[src/design/fre_pkg.sv]
// Shared types and constants for the frame rate estimator.
package fre_pkg;

    localparam int          CFG_IDX_W    = 2;
    localparam int          RATE_W       = 32;
    localparam int          WEIGHT_W     = 16;
    localparam int          RATIO_W      = 8;
    localparam int          STATUS_W     = 2;
    localparam int          USEC_BITS    = 20;
    localparam logic [31:0] USEC_PER_SEC = 32'd1000000;
    localparam logic [31:0] RATE_MAX     = 32'hFFFF_FFFF;

    // configuration register indexes
    localparam logic [CFG_IDX_W-1:0] CFG_INITIAL_RATE = 2'd0;
    localparam logic [CFG_IDX_W-1:0] CFG_SMOOTH_WEIGHT = 2'd1;
    localparam logic [CFG_IDX_W-1:0] CFG_OUTLIER_RATIO = 2'd2;

    // reset values of the configuration
    localparam logic [RATE_W-1:0]   INITIAL_RATE_RST  = 32'd40960;
    localparam logic [WEIGHT_W-1:0] SMOOTH_WEIGHT_RST = 16'd3277;
    localparam logic [RATIO_W-1:0]  OUTLIER_RATIO_RST = 8'd20;

    // sample status codes
    localparam logic [STATUS_W-1:0] ST_FIRST  = 2'd0;
    localparam logic [STATUS_W-1:0] ST_ACCEPT = 2'd1;
    localparam logic [STATUS_W-1:0] ST_REJECT = 2'd2;

    typedef enum logic [2:0] {
        S_IDLE,
        S_DIV,
        S_MUL,
        S_CHK,
        S_BLEND,
        S_UPD,
        S_OUT
    } t_state;

    typedef struct packed {
        logic start;      // capture a new event
        logic div_step;   // one quotient bit
        logic mul;        // saturate quotient, form band products
        logic blend;      // form weighted difference
        logic update;     // commit new estimate
        logic load_out;   // move result into output register
    } t_cmd;

    typedef struct packed {
        logic skip;       // first event or zero interval, no divide
        logic div_last;   // final quotient bit in this cycle
        logic pass;       // raw rate inside outlier band
    } t_sts;

endpackage

[src/design/fre_ctrl.sv]
// Sequencer for the frame rate estimator: state machine and output valid.
module fre_ctrl
    import fre_pkg::*;
(
    input  logic i_clk,
    input  logic i_rst_n,
    input  logic i_in_valid,
    output logic o_in_stall,
    output logic o_out_valid,
    input  logic i_out_stall,
    input  t_sts i_sts,
    output t_cmd o_cmd
);

    t_state r_state;
    t_state n_state;
    logic   r_out_valid;
    logic   out_free;

    assign out_free = !r_out_valid || !i_out_stall;

    always_ff @(posedge i_clk) begin
        if (!i_rst_n) begin
            r_state <= S_IDLE;
        end else begin
            r_state <= n_state;
        end
    end

    always_comb begin
        n_state = r_state;
        case (r_state)
            S_IDLE: begin
                if (i_in_valid) begin
                    n_state = i_sts.skip ? S_OUT : S_DIV;
                end
            end
            S_DIV: begin
                if (i_sts.div_last) begin
                    n_state = S_MUL;
                end
            end
            S_MUL:   n_state = S_CHK;
            S_CHK:   n_state = i_sts.pass ? S_BLEND : S_OUT;
            S_BLEND: n_state = S_UPD;
            S_UPD:   n_state = S_OUT;
            S_OUT: begin
                if (out_free) begin
                    n_state = S_IDLE;
                end
            end
            default: n_state = S_IDLE;
        endcase
    end

    always_comb begin
        o_cmd      = '0;
        o_in_stall = 1'b1;
        case (r_state)
            S_IDLE: begin
                o_in_stall   = 1'b0;
                o_cmd.start  = i_in_valid;
            end
            S_DIV:   o_cmd.div_step = 1'b1;
            S_MUL:   o_cmd.mul      = 1'b1;
            S_CHK:   o_cmd          = '0;
            S_BLEND: o_cmd.blend    = 1'b1;
            S_UPD:   o_cmd.update   = 1'b1;
            S_OUT:   o_cmd.load_out = out_free;
            default: o_cmd          = '0;
        endcase
    end

    always_ff @(posedge i_clk) begin
        if (!i_rst_n) begin
            r_out_valid <= 1'b0;
        end else if (o_cmd.load_out) begin
            r_out_valid <= 1'b1;
        end else if (!i_out_stall) begin
            r_out_valid <= 1'b0;
        end
    end

    assign o_out_valid = r_out_valid;

endmodule

[src/design/fre_dp.sv]
// Datapath: interval, serial divider, outlier band test and smoothing update.
module fre_dp
    import fre_pkg::*;
#(
    parameter int TIME_WIDTH     = 32,
    parameter int RATE_FRAC_BITS = 12
) (
    input  logic                 i_clk,
    input  logic                 i_rst_n,
    input  t_cmd                 i_cmd,
    output t_sts                 o_sts,
    input  logic [31:0]          i_frame_time,
    input  logic                 i_cfg_wr_en,
    input  logic [CFG_IDX_W-1:0] i_cfg_index,
    input  logic [RATE_W-1:0]    i_cfg_wr_data,
    output logic [RATE_W-1:0]    o_rate_estimate,
    output logic [RATE_W-1:0]    o_raw_rate,
    output logic [STATUS_W-1:0]  o_sample_status
);

    localparam int TW    = TIME_WIDTH;
    localparam int NUM_W = USEC_BITS + RATE_FRAC_BITS;
    localparam int CNT_W = $clog2(NUM_W);
    localparam logic [NUM_W-1:0] NUM = NUM_W'(USEC_PER_SEC) << RATE_FRAC_BITS;
    localparam int PROD_W = 2 * RATE_W + RATIO_W - RATE_W;  // ratio x rate
    localparam int BL_W   = RATE_W + 1 + WEIGHT_W + 1;      // diff x weight

    // event state
    logic [TW-1:0]       r_prev;
    logic                r_have_prev;
    logic [RATE_W-1:0]   r_est;
    logic [WEIGHT_W-1:0] r_weight;
    logic [RATIO_W-1:0]  r_ratio;

    // per-event working registers
    logic [TW-1:0]       r_dt;
    logic [TW-1:0]       r_rem;
    logic [NUM_W-1:0]    r_quo;
    logic [CNT_W-1:0]    r_cnt;
    logic [RATE_W-1:0]   r_raw;
    logic [STATUS_W-1:0] r_status;
    logic [PROD_W-1:0]   r_p_raw;
    logic [PROD_W-1:0]   r_p_est;
    logic signed [BL_W-1:0] r_prod;

    // output register
    logic [RATE_W-1:0]   r_o_est;
    logic [RATE_W-1:0]   r_o_raw;
    logic [STATUS_W-1:0] r_o_status;

    logic [TW-1:0]          now;
    logic [TW-1:0]          dt_in;
    logic [TW:0]            trial;
    logic [TW:0]            trial_sub;
    logic                   q_bit;
    logic [RATE_W-1:0]      raw_sat;
    logic signed [RATE_W:0] diff;
    logic signed [WEIGHT_W:0] wt;
    logic signed [BL_W-1:0] prod_c;
    logic signed [RATE_W+1:0] delta;
    logic signed [RATE_W+2:0] est_next;
    logic [RATE_W-1:0]      est_clamp;

    assign now   = TW'(i_frame_time);
    assign dt_in = now - r_prev;

    // restoring divide, one quotient bit per cycle; remainder stays below dt
    assign trial     = {r_rem, r_quo[NUM_W-1]};
    assign trial_sub = trial - {1'b0, r_dt};
    assign q_bit     = !trial_sub[TW];

    assign raw_sat = (64'(r_quo) > 64'(RATE_MAX)) ? RATE_MAX : RATE_W'(r_quo);

    assign diff   = $signed({1'b0, r_raw}) - $signed({1'b0, r_est});
    assign wt     = $signed({1'b0, r_weight});
    assign prod_c = BL_W'(diff) * BL_W'(wt);

    // arithmetic shift gives the floor for negative products
    assign delta    = (RATE_W+2)'(r_prod >>> WEIGHT_W);
    assign est_next = $signed({3'b000, r_est}) + (RATE_W+3)'(delta);

    always_comb begin
        if (est_next < 0) begin
            est_clamp = '0;
        end else if (est_next[RATE_W+2:RATE_W] != 3'b000) begin
            est_clamp = RATE_MAX;
        end else begin
            est_clamp = est_next[RATE_W-1:0];
        end
    end

    assign o_sts.skip     = !r_have_prev || (dt_in == '0);
    assign o_sts.div_last = (r_cnt == '0);
    assign o_sts.pass     = (r_p_raw > PROD_W'(r_est)) && (PROD_W'(r_raw) < r_p_est);

    // state that reset and configuration touch
    always_ff @(posedge i_clk) begin
        if (!i_rst_n) begin
            r_prev      <= '0;
            r_have_prev <= 1'b0;
            r_est       <= INITIAL_RATE_RST;
            r_weight    <= SMOOTH_WEIGHT_RST;
            r_ratio     <= OUTLIER_RATIO_RST;
        end else begin
            if (i_cfg_wr_en) begin
                case (i_cfg_index)
                    CFG_INITIAL_RATE: begin
                        r_est       <= i_cfg_wr_data;
                        r_have_prev <= 1'b0;
                    end
                    CFG_SMOOTH_WEIGHT: r_weight <= i_cfg_wr_data[WEIGHT_W-1:0];
                    CFG_OUTLIER_RATIO: r_ratio  <= i_cfg_wr_data[RATIO_W-1:0];
                    default: ;
                endcase
            end
            if (i_cmd.start) begin
                r_prev      <= now;
                r_have_prev <= 1'b1;
            end
            if (i_cmd.update) begin
                r_est <= est_clamp;
            end
        end
    end

    // working registers, no reset needed
    always_ff @(posedge i_clk) begin
        if (i_cmd.start) begin
            r_dt     <= dt_in;
            r_rem    <= '0;
            r_quo    <= NUM;
            r_cnt    <= CNT_W'(NUM_W - 1);
            r_raw    <= '0;
            r_status <= r_have_prev ? ST_REJECT : ST_FIRST;
        end
        if (i_cmd.div_step) begin
            r_rem <= q_bit ? trial_sub[TW-1:0] : trial[TW-1:0];
            r_quo <= {r_quo[NUM_W-2:0], q_bit};
            r_cnt <= r_cnt - 1'b1;
        end
        if (i_cmd.mul) begin
            r_raw   <= raw_sat;
            r_p_raw <= PROD_W'(r_ratio) * PROD_W'(raw_sat);
            r_p_est <= PROD_W'(r_ratio) * PROD_W'(r_est);
        end
        if (i_cmd.blend) begin
            r_prod <= prod_c;
        end
        if (i_cmd.update) begin
            r_status <= ST_ACCEPT;
        end
        if (i_cmd.load_out) begin
            r_o_est    <= r_est;
            r_o_raw    <= r_raw;
            r_o_status <= r_status;
        end
    end

    assign o_rate_estimate = r_o_est;
    assign o_raw_rate      = r_o_raw;
    assign o_sample_status = r_o_status;

endmodule

[src/design/frame_rate_estimator.sv]
// Top level of the frame rate estimator: sequencer plus datapath.
//
//  channel   direction  handshake                  payload
//  input     in         i_in_valid / o_in_stall    i_frame_time
//  result    out        o_out_valid / i_out_stall  o_rate_estimate, o_raw_rate,
//                                                  o_sample_status
//  config    in         i_cfg_wr_en                i_cfg_index, i_cfg_wr_data
//
// A first event or a zero interval skips the divider and is loaded for output.
// Other events run the serial divider, one quotient bit per cycle, then a
// band product step, the band test and, for a rate in band, blend and update.
// One event is in flight at a time; the next is taken while a result waits.
// Synchronous active-low reset restores the configuration reset values.
// A stalled result holds in the output register; the next result waits for it.
module frame_rate_estimator
    import fre_pkg::*;
#(
    parameter int TIME_WIDTH     = 32,
    parameter int RATE_FRAC_BITS = 12
) (
    input  logic                 i_clk,
    input  logic                 i_rst_n,
    input  logic                 i_in_valid,
    output logic                 o_in_stall,
    input  logic [31:0]          i_frame_time,
    output logic                 o_out_valid,
    input  logic                 i_out_stall,
    output logic [RATE_W-1:0]    o_rate_estimate,
    output logic [RATE_W-1:0]    o_raw_rate,
    output logic [STATUS_W-1:0]  o_sample_status,
    input  logic                 i_cfg_wr_en,
    input  logic [CFG_IDX_W-1:0] i_cfg_index,
    input  logic [RATE_W-1:0]    i_cfg_wr_data
);

    t_cmd cmd;
    t_sts sts;

    fre_ctrl u_ctrl (
        .i_clk       (i_clk),
        .i_rst_n     (i_rst_n),
        .i_in_valid  (i_in_valid),
        .o_in_stall  (o_in_stall),
        .o_out_valid (o_out_valid),
        .i_out_stall (i_out_stall),
        .i_sts       (sts),
        .o_cmd       (cmd)
    );

    fre_dp #(
        .TIME_WIDTH     (TIME_WIDTH),
        .RATE_FRAC_BITS (RATE_FRAC_BITS)
    ) u_dp (
        .i_clk           (i_clk),
        .i_rst_n         (i_rst_n),
        .i_cmd           (cmd),
        .o_sts           (sts),
        .i_frame_time    (i_frame_time),
        .i_cfg_wr_en     (i_cfg_wr_en),
        .i_cfg_index     (i_cfg_index),
        .i_cfg_wr_data   (i_cfg_wr_data),
        .o_rate_estimate (o_rate_estimate),
        .o_raw_rate      (o_raw_rate),
        .o_sample_status (o_sample_status)
    );

endmodule

[config.mk]
export PLATFORM = sky130hd
export DESIGN_NAME = frame_rate_estimator
export DESIGN_NICKNAME = d
export VERILOG_FILES = /design/src/design/fre_pkg.sv /design/src/design/fre_ctrl.sv /design/src/design/fre_dp.sv /design/src/design/frame_rate_estimator.sv
export SDC_FILE = /design/constraint.sdc
export NUM_CORES = 2
export LEC_CHECK = 0
export ABC_AREA = 1
export BUFFER_PORTS_ARGS = -buffer_cell sky130_fd_sc_hd__buf_2
export CAP_MARGIN = 0
export CORE_UTILIZATION = 45
export DETAILED_ROUTE_END_ITERATION = 7
export HOLD_SLACK_MARGIN = 0.02
export SLEW_MARGIN = 25
export SYNTH_ARGS = -nofsm -noshare
export SYNTH_HDL_FRONTEND = slang
export SYNTH_HIERARCHICAL = 1
export SYNTH_SLANG_ARGS = --single-unit
[constraint.sdc]
create_clock -name i_clk -period 7.4 [get_ports i_clk]
set_input_delay 0.37 -clock i_clk [delete_from_list [all_inputs] [get_ports i_clk]]
set_output_delay 0.37 -clock i_clk [all_outputs]
set_load 0.01 [all_outputs]
==> impl_metrics.json <==
{
  "status": "finished clean",
  "min_delay_path_depth": 3,
  "synthTopCellsByArea": "fa_1 (29%), edfxtp_1 (16%), inv_1 (11%)",
  "seq_area_frac_synth_pct": 18.85,
  "vias_per_cell": 5.219,
  "synth_top_cell_area_share_pct": 28.89,
  "io_buffers": 138,
  "drtIter0Drc": 3795,
  "dp_slack_ps": -535.2,
  "multi_input_area_sq_um": 43120,
  "syn_inst": 7684,
  "gr-total-overflow": 0,
  "clk_pin_slew_worst_paths_ps": 70,
  "synth_common_cells": "inv_1 (1759), nand2_1 (1751), fa_1 (865), nor2_1 (653), ha_1 (428)",
  "cp-start-kind": "flip-flop",
  "detail_route.first_pass.iterations": 6,
  "crit_top_cell": "fa_1",
  "area_delta_synth_final_pct": 18.52,
  "synth_edf_count": 313,
  "final_util_pct": 53.90,
  "critical-path-max-stage-delay_ps": 600,
  "ant_nets": 0,
  "design.portCount": 139,
  "cts_tree": "done",
  "syn-cell-area_sq_um": 59940,
  "syn-num-nets": 9048,
  "drive_gt1_share_pct": 16.88,
  "cts.path.max_buffers": 3,
  "ys_ff_latch": 408,
  "crit_fanout": 7,
  "post-route-period-util_pct": 98.37,
  "cts_sinks": 408,
  "synthArstFlopShare_pct": 0,
  "yosysWarnings": 6,
  "globalRouteTotalUtil_pct": 30.84,
  "layout.nets": 9626,
  "finalWeightedCongestion": 1.015,
  "synth_top_cell_by_area": "fa_1",
  "route.vias.total": 52479,
  "dieArea_sq_um": 134700,
  "crit_slowest_cell": "fa_2",
  "die_w_microns": 367.0,
  "crit-reg2reg-capture": "u_dp/r_prod[46]",
  "reg2reg_depth": 29,
  "max_freq_ghz": 0.1374,
  "cp-end-kind": "flip-flop",
  "min_period_ps": 7279,
  "drv_cap": 0,
  "htree_levels": 2,
  "synth_most_common_cell": "inv_1",
  "ys.flop_type": "edfxtp_1",
  "die_h_microns": 367.0,
  "rows": 133,
  "grt_pass1_vias": 53320,
  "drcViolationCount": 0,
  "routed_wl_mm": 208.6,
  "clk_latency_ps": 650,
  "initial_core_util_pct": 45.48,
  "drv_slew": 0,
  "grt_pass1_wl_mm": 315.8,
  "path_class": "reg2reg",
  "regToRegStartpoint": "u_dp/r_est[20]",
  "routedWlPerCell_microns": 20.74,
  "rsz0062_at_grt": "yes",
  "tightest_slew_ps": 1054,
  "core_sq_um": 131800,
  "cts_made_buffers": 47,
  "setup_viol": 0,
  "grt_max_degree": 92,
  "endpoint": "u_dp/r_prod[46]",
  "avgSynthCellArea_sq_um": 7.801,
  "skew_ps": 16.47,
  "synth_cell_type_count": 59,
  "antenna_found_initial": 6,
  "fill_cells": 12522,
  "critPathRequiredTime_ps": 7790,
  "finalHoldViolations": 0,
  "setup_ws_ps": 121.0,
  "cts-root-buf": "clkbuf_16",
  "worstSetupStartpoint": "u_dp/r_est[20]",
  "seq_area_sq_um": 11320,
  "hpwl_mm": 171.3,
  "reg2reg_slack_ps": 120,
  "cp_data_arrival_time_ps": 7670,
  "hp-class": "in2reg",
  "slew_headroom_pct": 29.72
}
-- through the flow --
| stage | cells | hold WS [ps] | setup TNS (ps) | cell area (sq um) |
|---|---|---|---|---|
| after detailed placement | 9875 | 414.2 | -11290 | 66190 |
| after global routing | 10054 | 76.18 | -769.7 | 71040 |
| after floorplan | 7684 | 403.0 | 0 | 59940 |
| after global placement | 9874 | 404.8 | -11050 | 66170 |
| final | 10056 | 73.36 | 0 | 71040 |
| after CTS | 10002 | 30.51 | -17.64 | 68750 |
-- cell usage in the layout (no fill, tap or decap), drive strengths merged, types with 95 or more instances in the layout --
cell type	count
buf	751
fa	865
inv	1783
dfxtp	95
nand3	301
edfxtp	313
ha	428
nand2	1766
xor2	96
o21ai	300
nor2	671
a21oi	363
-- layer usage --
metal / vias to the layer above / part of all wire (%) / wire length (microns) / global-route usage [%]
li1: 24525 / - / - / -
met1: 25825 / 42 / 86860 / 40.05
met2: 1694 / 47 / 97730 / 51.05
met3: 435 / 5.4 / 11350 / 3.133
met4: 0 / 6.1 / 12660 / 15.83
met5: - / 0 / 0 / 0
-- critical path: cells and delay by family (launching register included) --
family	cells	cell delay, ps
AOI/OAI and AO/OA	5	770
xor gates and xnor gates	2	330
adders and majority gates	8	3800
buffers and inverters	8	910
DFF	1	360
and+or+nand+nor	6	840
-- sequential cells by signal, summed over array words and instances, names as in the netlist --
register / cells
u_dp/r_quo: 32
u_dp/r_p_est: 40
u_dp/r_status: 2
u_ctrl/r_state: 3
u_dp/r_p_raw: 40
u_dp/r_prev: 32
u_dp/o_rate_estimate: 32
u_dp/o_raw_rate: 32
u_dp/r_cnt: 5
u_dp/r_est: 32
u_dp/r_prod: 34
u_dp/o_sample_status: 2
u_dp/r_rem: 32
u_dp/r_have_prev: 1
u_ctrl/o_out_valid: 1
u_dp/r_ratio: 8
u_dp/r_raw: 32
u_dp/r_dt: 32
u_dp/r_weight: 16
-- area by class of cell --
| class | instances | share of cell area, % |
|---|---|---|
| inverter | 1784 | 9.493 |
| tap | 1755 | 3.091 |
| clock inverter | 35 | 0.5460 |
| antenna | 2 | 0.007045 |
| timing repair inverter | 2 | 0.01585 |
| timing repair buffer | 783 | 8.508 |
| clock buffer | 51 | 1.707 |
| multi-input combinational | 5236 | 60.69 |
| sequential | 408 | 15.94 |
-- logic make-up (layout without fill, tap and decap cells) --
| logic type | after synthesis | after routing | share of synthesized area [%] |
|---|---|---|---|
| adder cells (fa/ha/maj) | 1293 | 1293 | 37.82 |
| other | 0 | 2 | 0 |
| AND/OR/NAND/NOR | 2935 | 2935 | 20.05 |
| flip-flops | 408 | 408 | 18.85 |
| buffers and inverters | 2040 | 2655 | 12.95 |
| XOR/XNOR | 168 | 168 | 2.511 |
| AO/OA/AOI/OAI | 840 | 840 | 7.817 |
-- worst min path at each step --
stage                 startpoint                 endpoint  slack, ps
4_1_cts         i_frame_time[21]          u_dp/r_prev[21]         30
5_1_grt         i_frame_time[24]          u_dp/r_prev[24]         80
2_1_floorplan   u_dp/r_status[1]  u_dp/o_sample_status[1]        400
3_3_place_gp    u_dp/r_status[1]  u_dp/o_sample_status[1]        400
3_5_place_dp    u_dp/r_status[1]  u_dp/o_sample_status[1]        410
6_report       i_cfg_wr_data[26]           u_dp/r_est[26]         70
-- repair_timing --
| action | 4_1_cts | 5_1_grt |
|---|---|---|
| gates resized for setup | 146 | 492 |
| setup buffers | 6 | 55 |
| cloned | 3 | 1 |
| pin swaps | 15 | 260 |
| endpoints found under the hold margin | 32 | 0 |
| hold buffers | 32 | 0 |
| endpoints found under the setup margin | 34 | 34 |
Power is not shown: default switching activity piles up to over one toggle a cycle in this logic, so the estimate is an artifact.
